**config.mk**
```make
export PLATFORM = sky130hd
export DESIGN_NAME = arrow_span_rasterizer
export DESIGN_NICKNAME = d
export VERILOG_FILES = /design/src/sv/asr_pkg.sv /design/src/sv/asr_divider.sv /design/src/sv/arrow_span_rasterizer.sv
export SDC_FILE = /design/constraint.sdc
export NUM_CORES = 1
export LEC_CHECK = 0
export BUFFER_PORTS_ARGS = -buffer_cell sky130_fd_sc_hd__buf_4
export CORE_MARGIN = 1
export CORE_UTILIZATION = 60
export CTS_CLUSTER_SIZE = 25
export DETAILED_ROUTE_END_ITERATION = 10
export GPL_ROUTABILITY_DRIVEN = 0
export PLACE_DENSITY = 0.86
export REMOVE_ABC_BUFFERS = 1
export SLEW_MARGIN = 20
export SYNTH_ARGS = -nofsm -noshare
export SYNTH_HDL_FRONTEND = slang
export SYNTH_SLANG_ARGS = --single-unit
```
**constraint.sdc**
```tcl
create_clock -name clk -period 14.3 [get_ports clk]
set_clock_uncertainty 0.15 [all_clocks]
set_input_delay 2.86 -clock clk [delete_from_list [all_inputs] [get_ports clk]]
set_output_delay 2.86 -clock clk [all_outputs]
set_load 0.02 [all_outputs]
```
**src/sv/asr_pkg.sv**
```systemverilog
`default_nettype none

package asr_pkg;

    // saturation limits applied to the incoming box size
    localparam int MAX_HEIGHT = 64;
    localparam int MAX_WIDTH  = 1023;

    // serial divider geometry: dividend bits and divisor bits
    localparam int DIV_W   = 15;
    localparam int DVSR_W  = 7;
    localparam int CNT_W   = 4;

    // pointing directions
    typedef enum logic [1:0] {
        DIR_UP    = 2'd0,
        DIR_DOWN  = 2'd1,
        DIR_LEFT  = 2'd2,
        DIR_RIGHT = 2'd3
    } dir_t;

    // request to the serial divider
    typedef struct packed {
        logic              start;
        logic [DIV_W-1:0]  dividend;
        logic [DVSR_W-1:0] divisor;
    } div_req_t;

    // status back from the serial divider
    typedef struct packed {
        logic             done;
        logic [DIV_W-1:0] quotient;
    } div_rsp_t;

endpackage

`default_nettype wire

```
**src/sv/asr_divider.sv**
```systemverilog
`default_nettype none

// Restoring divider, one quotient bit per cycle.
module asr_divider (
    input  wire logic              clk,
    input  wire logic              rst_n,
    input  wire asr_pkg::div_req_t req,
    output asr_pkg::div_rsp_t      rsp
);

    logic [asr_pkg::DVSR_W-1:0] rem_reg, rem_next;
    logic [asr_pkg::DIV_W-1:0]  quo_reg, quo_next;
    logic [asr_pkg::DVSR_W-1:0] dvsr_reg;
    logic [asr_pkg::CNT_W-1:0]  cnt_reg, cnt_next;
    logic                       busy_reg, busy_next;
    logic                       done_reg, done_next;
    logic [asr_pkg::DVSR_W:0]   shifted;
    logic                       ge;

    // one trial subtraction per cycle
    assign shifted = {rem_reg, quo_reg[asr_pkg::DIV_W-1]};
    assign ge      = (shifted >= {1'b0, dvsr_reg});

    always_comb
    begin
        rem_next  = rem_reg;
        quo_next  = quo_reg;
        cnt_next  = cnt_reg;
        busy_next = busy_reg;
        done_next = 1'b0;
        if (req.start)
        begin
            rem_next  = '0;
            quo_next  = req.dividend;
            cnt_next  = asr_pkg::CNT_W'(asr_pkg::DIV_W);
            busy_next = 1'b1;
        end
        else if (busy_reg)
        begin
            rem_next = ge ? asr_pkg::DVSR_W'(shifted - {1'b0, dvsr_reg})
                          : shifted[asr_pkg::DVSR_W-1:0];
            quo_next = {quo_reg[asr_pkg::DIV_W-2:0], ge};
            cnt_next = cnt_reg - 1'b1;
            if (cnt_reg == asr_pkg::CNT_W'(1))
            begin
                busy_next = 1'b0;
                done_next = 1'b1;
            end
        end
    end

    // control state
    always_ff @(posedge clk or negedge rst_n)
    begin
        if (!rst_n)
        begin
            cnt_reg  <= '0;
            busy_reg <= 1'b0;
            done_reg <= 1'b0;
        end
        else
        begin
            cnt_reg  <= cnt_next;
            busy_reg <= busy_next;
            done_reg <= done_next;
        end
    end

    // datapath
    always_ff @(posedge clk)
    begin
        rem_reg <= rem_next;
        quo_reg <= quo_next;
        if (req.start)
        begin
            dvsr_reg <= req.divisor;
        end
    end

    assign rsp.done     = done_reg;
    assign rsp.quotient = quo_reg;

`ifndef SYNTH
    a_start_idle: assert property (@(posedge clk) disable iff (!rst_n)
        req.start |-> !busy_reg)
        else $error("divider started while busy");
    a_done_after_busy: assert property (@(posedge clk) disable iff (!rst_n)
        done_reg |-> $past(busy_reg))
        else $error("divider done without a running division");
    a_busy_count: assert property (@(posedge clk) disable iff (!rst_n)
        busy_reg |-> (cnt_reg != '0))
        else $error("divider busy with empty step count");
`endif

endmodule

`default_nettype wire

```
**src/sv/arrow_span_rasterizer.sv**
```systemverilog
// Sequence: after a request is taken there is one setup state, then per row a
// multiply state, a divide state that waits for the 15 serial divider steps and
// their done flag, and an emit state that presents the span when the output can.
// A new request is taken only after the last row's span is loaded, rows up to 64;
// an output stall holds the emit state. An empty box frees the input at once.
// Reset: rst_n is asynchronous, active low; clears sequencer, row counter, out valid.
`default_nettype none

module arrow_span_rasterizer (
    input  wire logic        clk,
    input  wire logic        rst_n,
    // s_axis_tdata: pos_x[15:0], pos_y[31:16], box_width[41:32], box_height[48:42],
    //               direction[50:49], trianglify[51], fill_color[75:52], zero pad
    input  wire logic        s_axis_tvalid,
    output logic             s_axis_tready,
    input  wire logic [79:0] s_axis_tdata,
    // m_axis_tdata: span_x[15:0], span_y[31:16], span_len[42:32],
    //               span_color[66:43], zero pad; m_axis_tlast: last_span
    output logic             m_axis_tvalid,
    input  wire logic        m_axis_tready,
    output logic [71:0]      m_axis_tdata,
    output logic             m_axis_tlast
);

    typedef enum logic [4:0] {
        ST_IDLE  = 5'b00001,
        ST_SETUP = 5'b00010,
        ST_MUL   = 5'b00100,
        ST_DIV   = 5'b01000,
        ST_EMIT  = 5'b10000
    } state_t;

    state_t          state_reg, state_next;
    logic [5:0]      row_reg, row_next;
    logic [15:0]     x_reg, x_next;
    logic [15:0]     y_reg, y_next;
    logic [9:0]      w_reg, w_next;
    logic [6:0]      h_reg, h_next;
    asr_pkg::dir_t   dir_reg, dir_next;
    logic            tri_reg, tri_next;
    logic [23:0]     color_reg, color_next;
    logic            m_valid_reg, m_valid_next;
    logic [71:0]     m_data_reg, m_data_next;
    logic            m_last_reg, m_last_next;

    // request fields
    logic [15:0]     in_x, in_y;
    logic [9:0]      in_w, in_w_sat;
    logic [6:0]      in_h, in_h_sat;
    logic [23:0]     in_color;
    logic            accept;

    // setup
    logic [10:0]     want_v_sum;
    logic [9:0]      want_v;
    logic [7:0]      want_h_sum;
    logic [6:0]      want_h;
    logic [15:0]     tx, ty;
    logic [9:0]      tw;
    logic [6:0]      th;

    // per-row arithmetic
    logic            vert;
    logic [5:0]      half;
    logic            second_half;
    logic [6:0]      idx_v;
    logic [5:0]      mul_a;
    logic [9:0]      mul_b;
    logic [15:0]     product;
    logic [9:0]      quo;
    logic [9:0]      beg_lr, beg_x;
    logic [10:0]     span_len;
    logic            last_row;
    logic            load_out;

    asr_pkg::div_req_t div_req;
    asr_pkg::div_rsp_t div_rsp;

    assign in_x     = s_axis_tdata[15:0];
    assign in_y     = s_axis_tdata[31:16];
    assign in_w     = s_axis_tdata[41:32];
    assign in_h     = s_axis_tdata[48:42];
    assign in_color = s_axis_tdata[75:52];

    assign s_axis_tready = (state_reg == ST_IDLE);
    assign accept        = s_axis_tvalid && s_axis_tready;

    // saturate box size
    assign in_w_sat = (32'(in_w) > asr_pkg::MAX_WIDTH)  ? 10'(asr_pkg::MAX_WIDTH)  : in_w;
    assign in_h_sat = (32'(in_h) > asr_pkg::MAX_HEIGHT) ? 7'(asr_pkg::MAX_HEIGHT) : in_h;

    // trianglify narrowing and evening of the box
    assign want_v_sum = {1'b0, w_reg} + 11'd1;
    assign want_v     = want_v_sum[10:1];
    assign want_h_sum = {1'b0, h_reg} + 8'd1;
    assign want_h     = want_h_sum[7:1];

    always_comb
    begin
        tx = x_reg;
        ty = y_reg;
        tw = w_reg;
        th = h_reg;
        if (tri_reg)
        begin
            if (!dir_reg[1])
            begin
                if (want_v < {3'b000, h_reg})
                begin
                    ty = y_reg + {10'd0, 6'((h_reg - want_v[6:0]) >> 1)};
                    th = want_v[6:0];
                end
            end
            else if ({3'b000, want_h} < w_reg)
            begin
                tx = x_reg + {7'd0, 9'((w_reg - {3'b000, want_h}) >> 1)};
                tw = {3'b000, want_h};
            end
        end
        tw = tw & ~10'd1;
        th = th & ~7'd1;
    end

    // multiplier operands for the current row
    assign vert        = !dir_reg[1];
    assign half        = h_reg[6:1];
    assign second_half = (row_reg >= half);
    assign idx_v       = (dir_reg == asr_pkg::DIR_UP) ? (h_reg - 7'd1 - {1'b0, row_reg})
                                                    : {1'b0, row_reg};
    assign mul_a       = vert ? idx_v[5:0] : (second_half ? (row_reg - half) : row_reg);
    assign mul_b       = vert ? {1'b0, w_reg[9:1]} : w_reg;
    assign product     = mul_a * mul_b;

    assign div_req.start    = (state_reg == ST_MUL);
    assign div_req.dividend = product[asr_pkg::DIV_W-1:0];
    assign div_req.divisor  = vert ? h_reg : {1'b0, half};

    asr_divider u_div (
        .clk   (clk),
        .rst_n (rst_n),
        .req   (div_req),
        .rsp   (div_rsp)
    );

    // span from the quotient
    assign quo    = div_rsp.quotient[9:0];
    assign beg_lr = second_half ? quo : (w_reg - quo);

    always_comb
    begin
        unique case (dir_reg)
            asr_pkg::DIR_UP, asr_pkg::DIR_DOWN:
            begin
                beg_x    = quo;
                span_len = {1'b0, w_reg} - {quo, 1'b0} - 11'd1;
            end
            asr_pkg::DIR_LEFT:
            begin
                beg_x    = beg_lr;
                span_len = {1'b0, w_reg} - 11'd1 - {1'b0, beg_lr};
            end
            default:
            begin
                beg_x    = 10'd1;
                span_len = {1'b0, w_reg} - 11'd1 - {1'b0, beg_lr};
            end
        endcase
    end

    assign last_row = ({1'b0, row_reg} == (h_reg - 7'd1));
    assign load_out = (state_reg == ST_EMIT) && (!m_valid_reg || m_axis_tready);

    // sequencer
    always_comb
    begin
        state_next   = state_reg;
        row_next     = row_reg;
        x_next       = x_reg;
        y_next       = y_reg;
        w_next       = w_reg;
        h_next       = h_reg;
        dir_next     = dir_reg;
        tri_next     = tri_reg;
        color_next   = color_reg;
        m_valid_next = m_valid_reg;
        m_data_next  = m_data_reg;
        m_last_next  = m_last_reg;

        if (m_valid_reg && m_axis_tready)
        begin
            m_valid_next = 1'b0;
        end

        unique case (state_reg)
            ST_IDLE:
            begin
                if (accept)
                begin
                    x_next     = in_x;
                    y_next     = in_y;
                    w_next     = in_w_sat;
                    h_next     = in_h_sat;
                    dir_next   = asr_pkg::dir_t'(s_axis_tdata[50:49]);
                    tri_next   = s_axis_tdata[51];
                    color_next = in_color;
                    if ((in_w_sat != '0) && (in_h_sat != '0))
                    begin
                        state_next = ST_SETUP;
                    end
                end
            end
            ST_SETUP:
            begin
                x_next   = tx;
                y_next   = ty;
                w_next   = tw;
                h_next   = th;
                row_next = '0;
                state_next = (th == '0) ? ST_IDLE : ST_MUL;
            end
            ST_MUL:
            begin
                state_next = ST_DIV;
            end
            ST_DIV:
            begin
                if (div_rsp.done)
                begin
                    state_next = ST_EMIT;
                end
            end
            ST_EMIT:
            begin
                if (load_out)
                begin
                    m_valid_next = 1'b1;
                    m_data_next  = {5'd0, color_reg, span_len,
                                    y_reg + {10'd0, row_reg},
                                    x_reg + {6'd0, beg_x}};
                    m_last_next  = last_row;
                    if (last_row)
                    begin
                        state_next = ST_IDLE;
                        row_next   = '0;
                    end
                    else
                    begin
                        state_next = ST_MUL;
                        row_next   = row_reg + 6'd1;
                    end
                end
            end
            default:
            begin
                state_next = ST_IDLE;
            end
        endcase
    end

    // control state
    always_ff @(posedge clk or negedge rst_n)
    begin
        if (!rst_n)
        begin
            state_reg   <= ST_IDLE;
            row_reg     <= '0;
            m_valid_reg <= 1'b0;
        end
        else
        begin
            state_reg   <= state_next;
            row_reg     <= row_next;
            m_valid_reg <= m_valid_next;
        end
    end

    // request and output payload
    always_ff @(posedge clk)
    begin
        x_reg      <= x_next;
        y_reg      <= y_next;
        w_reg      <= w_next;
        h_reg      <= h_next;
        dir_reg    <= dir_next;
        tri_reg    <= tri_next;
        color_reg  <= color_next;
        m_data_reg <= m_data_next;
        m_last_reg <= m_last_next;
    end

    assign m_axis_tvalid = m_valid_reg;
    assign m_axis_tdata  = m_data_reg;
    assign m_axis_tlast  = m_last_reg;

`ifndef SYNTH
    a_busy_after_accept: assert property (@(posedge clk) disable iff (!rst_n)
        (accept && (in_w_sat != '0) && (in_h_sat != '0)) |=> !s_axis_tready)
        else $error("input ready right after taking a non-empty request");
    a_no_overwrite: assert property (@(posedge clk) disable iff (!rst_n)
        (m_axis_tvalid && !m_axis_tready) |=> (m_axis_tvalid && $stable(m_axis_tdata)))
        else $error("pending span overwritten");
    a_row_in_range: assert property (@(posedge clk) disable iff (!rst_n)
        (state_reg == ST_MUL) |-> ({1'b0, row_reg} < h_reg))
        else $error("row beyond box height");
    a_div_only_in_div: assert property (@(posedge clk) disable iff (!rst_n)
        div_rsp.done |-> (state_reg == ST_DIV))
        else $error("divider finished outside divide state");
`endif

endmodule

`default_nettype wire
```
==> results by group <==
Routing
  • Avg Vias per Cell: 5.96
  • DR WL/cell: 17.9 microns
  • Final WL: 34.8 mm
  • Routed Antenna Nets: 0
  • First DRT Iteration DRCs: 970
  • Via count: 11600
  • TritonRoute pass-1 iters: 6
  • DRC: 0

Worst setup path
  • RR Startpoint: h_reg[2]
  • CP Capture Type: flip-flop
  • WS Path Type: flip-flop to flip-flop
  • CP delay by family, top: adder cells
  • Setup crit start kind: flip-flop
  • Top fanout value on the critical path: 34
  • CP max stage delay: 0.67 ns
  • Required @ worst endpoint: 14.44 ns
  • WP data arrival: 7.38 ns
  • Most Frequent Cell on Critical Path: fa_1
  • Buf/Inv on CP: 4
  • Crit path launch: h_reg[2]
  • CP cell instances: inv_1 -> fa_1 -> a211o_1 -> a21oi_1 -> a21oi_2 -> buf_4 -> nand2_1 -> o21ai_0 -> mux2i_1 -> nor2_1 -> fa_1 -> inv_1 -> fa_1 -> fa_1 -> inv_1 -> ha_1 -> or2_2 -> o311a_1 -> o21a_1 -> a311oi_1 -> o2bb2ai_1 -> xnor3_1 -> o21ai_0
  • Worst r2r dst: u_div.quo_reg[14]
  • Worst reg2reg setup slack: 7.07 ns
  • CP max stage cell: edfxtp_1
  • Worst-case reg-to-reg path depth: 23

Min path
  • Hold Path Cell Cnt: 0
  • Worst hold-check path type: flip-flop to flip-flop
  • Hold Startpoint: color_reg[15]
  • WHS Endpoint: m_axis_tdata[58]

Synthesis
  • Post-synth EDFFs: 166
  • Mapped Area: 0.0144 sq mm
  • Synth Flop Type: edfxtp_1
  • Sequential cell area fraction in the yosys report: 0.388
  • Mapped Avg Cell Area: 9.73 sq um
  • Synth area leaders: edfxtp_1 (35%), ha_1 (11%), fa_1 (6.1%)
  • Top cells by count, synth: edfxtp_1 (166), inv_1 (133), nand2_1 (133), ha_1 (124), o21ai_0 (118)
  • Top cell type's share of synthesized area: 0.347
  • Library cells used by synthesis: 74
  • Count leader, synth: edfxtp_1
  • Warning count from the yosys run: 0
  • Yosys reg bits: 191
  • Cells after synthesis: 1477
  • Post-synth top area cell: edfxtp_1
  • Asr flop ratio synth: 0.0942

STA
  • Final setup viols: 0
  • Final min period: 7.23 ns
  • Hold Fails Final Rpt: 0
  • RSZ-0062 raised after global routing: false
  • Slew of the pin with the lowest slew margin: 0.964 ns
  • Final Max Tran Viols: 0
  • Fmax: 138 MHz
  • Worst slew margin: 0.357
  • Final period util: 0.506
  • Setup TNS: 0 ns

Place
  • HPWL Detailed: 25.7 mm
  • Port Buffers: 149

Floorplanning
  • Die width: 157 microns
  • Die area: 0.0246 sq mm
  • Die height: 157 microns
  • Top-level port count: 159
  • Core area: 0.0235 sq mm
  • Initial Utilization: 0.612
  • Site Rows: 56

Global routing
  • Largest net degree at the start of global routing: 76
  • Gr usage total: 0.294
  • First-pass GRT wire length: 56.4 mm
  • Initial antenna violation count: 0
  • Vias in the first global route: 11500
  • Gr ovfl total: 0

Power and ir drop
  • Switching part of the total: 0.474
  • Leakage: 6.96 nW
  • Switching power total: 0.00204 W
  • Worst VDD drop: 0.157 mV
  • Power Dens Cells: 263 mW/mm^2
  • Combinational share of power: 0.663
  • Clk network pwr share: 0.114
  • Internal power: 0.00227 W
  • Register share of total power: 0.222

Clock tree
  • CTS Buf Count: 17
  • Max Root-Sink Buffers: 2
  • Htree depth: 4
  • CTS tree: yes
  • Post-CTS setup buffers: 0
  • Worst skew pair latency: 0.45 ns
  • Hold buffer count at CTS: 0
  • Root Buffer: clkbuf_16
  • Cts repair resizes: 0
  • Clock transition at path regs: 0.09 ns
  • Sink Count: 191

Finish
  • Fin util: 0.697
  • Final #Nets: 1860
  • Layout cell share with drive strength beyond 1: 0.133
  • Number of flip-flops in the largest register: 67
  • P&R area growth vs syn: 13.9%
  • # diodes: 0

Status
  • Status: finished clean

Flow run
  • Reported max-cap violation count: 0
logic make-up (layout without fill, tap and decap cells):
kind of cell | count (synthesis) | in the layout | synth area share
adders and majority gates | 168 | 168 | 0.169
AOI/OAI and AO/OA | 331 | 331 | 0.142
muxes | 39 | 39 | 0.0275
other | 1 | 5 | 0.000261
and+or+nand+nor | 451 | 451 | 0.152
xor gates and xnor gates | 113 | 113 | 0.0708
buffers and inverters | 183 | 323 | 0.0500
DFF | 191 | 191 | 0.388
layout by cell type, fill, tap and decap left out, drive strengths merged, types with 12 or more instances in the layout:
cell and n:
a21oi 75, mux2i 35, a31oi 12, edfxtp 166, nor2b 26, dfrtp 17, o21a 12, fa 44
nor3 35, xnor2 80, buf 157, nand2b 25, xor2 31, o21ai 120, nand3 34, inv 141
nand2 133, nor2 113, ha 124, a21o 26, o31ai 15, or2 14, clkbuf 17
area by class of cell:
class	count	area, sq um
multi-input combinational	1107	8100
fill	1618	7110
sequential	191	5580
timing repair buffer	157	1180
inverter	134	503
clock buffer	17	425
tap	319	399
clock inverter	15	186
through the flow:
| step | total power (W) | area (sq um) | hold WS [ns] | std cells | setup slack (ns) |
|---|---|---|---|---|---|
| finish | 0.00431 | 16400 | 0.264 | 1940 | 7.07 |
| detailed placement | 0.00376 | 15800 | 0.255 | 1908 | 7.19 |
| floorplan | 0.00314 | 14200 | 0.250 | 1432 | 6.66 |
| global route | 0.00468 | 16400 | 0.270 | 1940 | 6.67 |
| CTS | 0.00429 | 16400 | 0.267 | 1940 | 7.13 |
| global placement | 0.00360 | 15800 | 0.250 | 1908 | 7.38 |
layer usage:
metal  track usage  wire, microns  up-vias
met2         0.516          17200      511
met3        0.0460           2350       86
met4         0.130           1270        0
li1              -              -     5490
met5             0              0        -
met1         0.357          14000     5479
worst register-to-register path, stage by stage (launching register included):
cell and delay (ns):
edfxtp_1 0.67, inv_1 0.25, fa_1 0.51, a211o_1 0.31, a21oi_1 0.17, a21oi_2 0.07
buf_4 0.25, nand2_1 0.09, o21ai_0 0.08, mux2i_1 0.62, nor2_1 0.16, fa_1 0.53
inv_1 0.06, fa_1 0.50, fa_1 0.55, inv_1 0.04, ha_1 0.33, or2_2 0.32
o311a_1 0.13, o21a_1 0.13, a311oi_1 0.48, o2bb2ai_1 0.20, xnor3_1 0.31, o21ai_0 0.16
worst max-delay path by stage:
stage	cells after the start	slack [ns]	end
final	23	7.07	u_div.quo_reg[14]
after floorplan	5	6.66	row_reg[5]
after global routing	23	6.67	u_div.quo_reg[14]
after CTS	23	7.13	u_div.quo_reg[14]
after global placement	23	7.38	u_div.quo_reg[14]
after detailed placement	23	7.19	u_div.quo_reg[14]
power groups by stage:
stage / Combinational [W] / Clock [W] / Sequential [W]
3_5_place_dp: 0.00279 / 0 / 0.000964
5_1_grt: 0.00319 / 0.000518 / 0.000972
6_report: 0.00286 / 0.000494 / 0.000959
4_1_cts: 0.00284 / 0.000497 / 0.000953
3_3_place_gp: 0.00265 / 0 / 0.000955
2_1_floorplan: 0.00222 / 0 / 0.000920
Note: power is estimated with default switching activity, not from simulation.
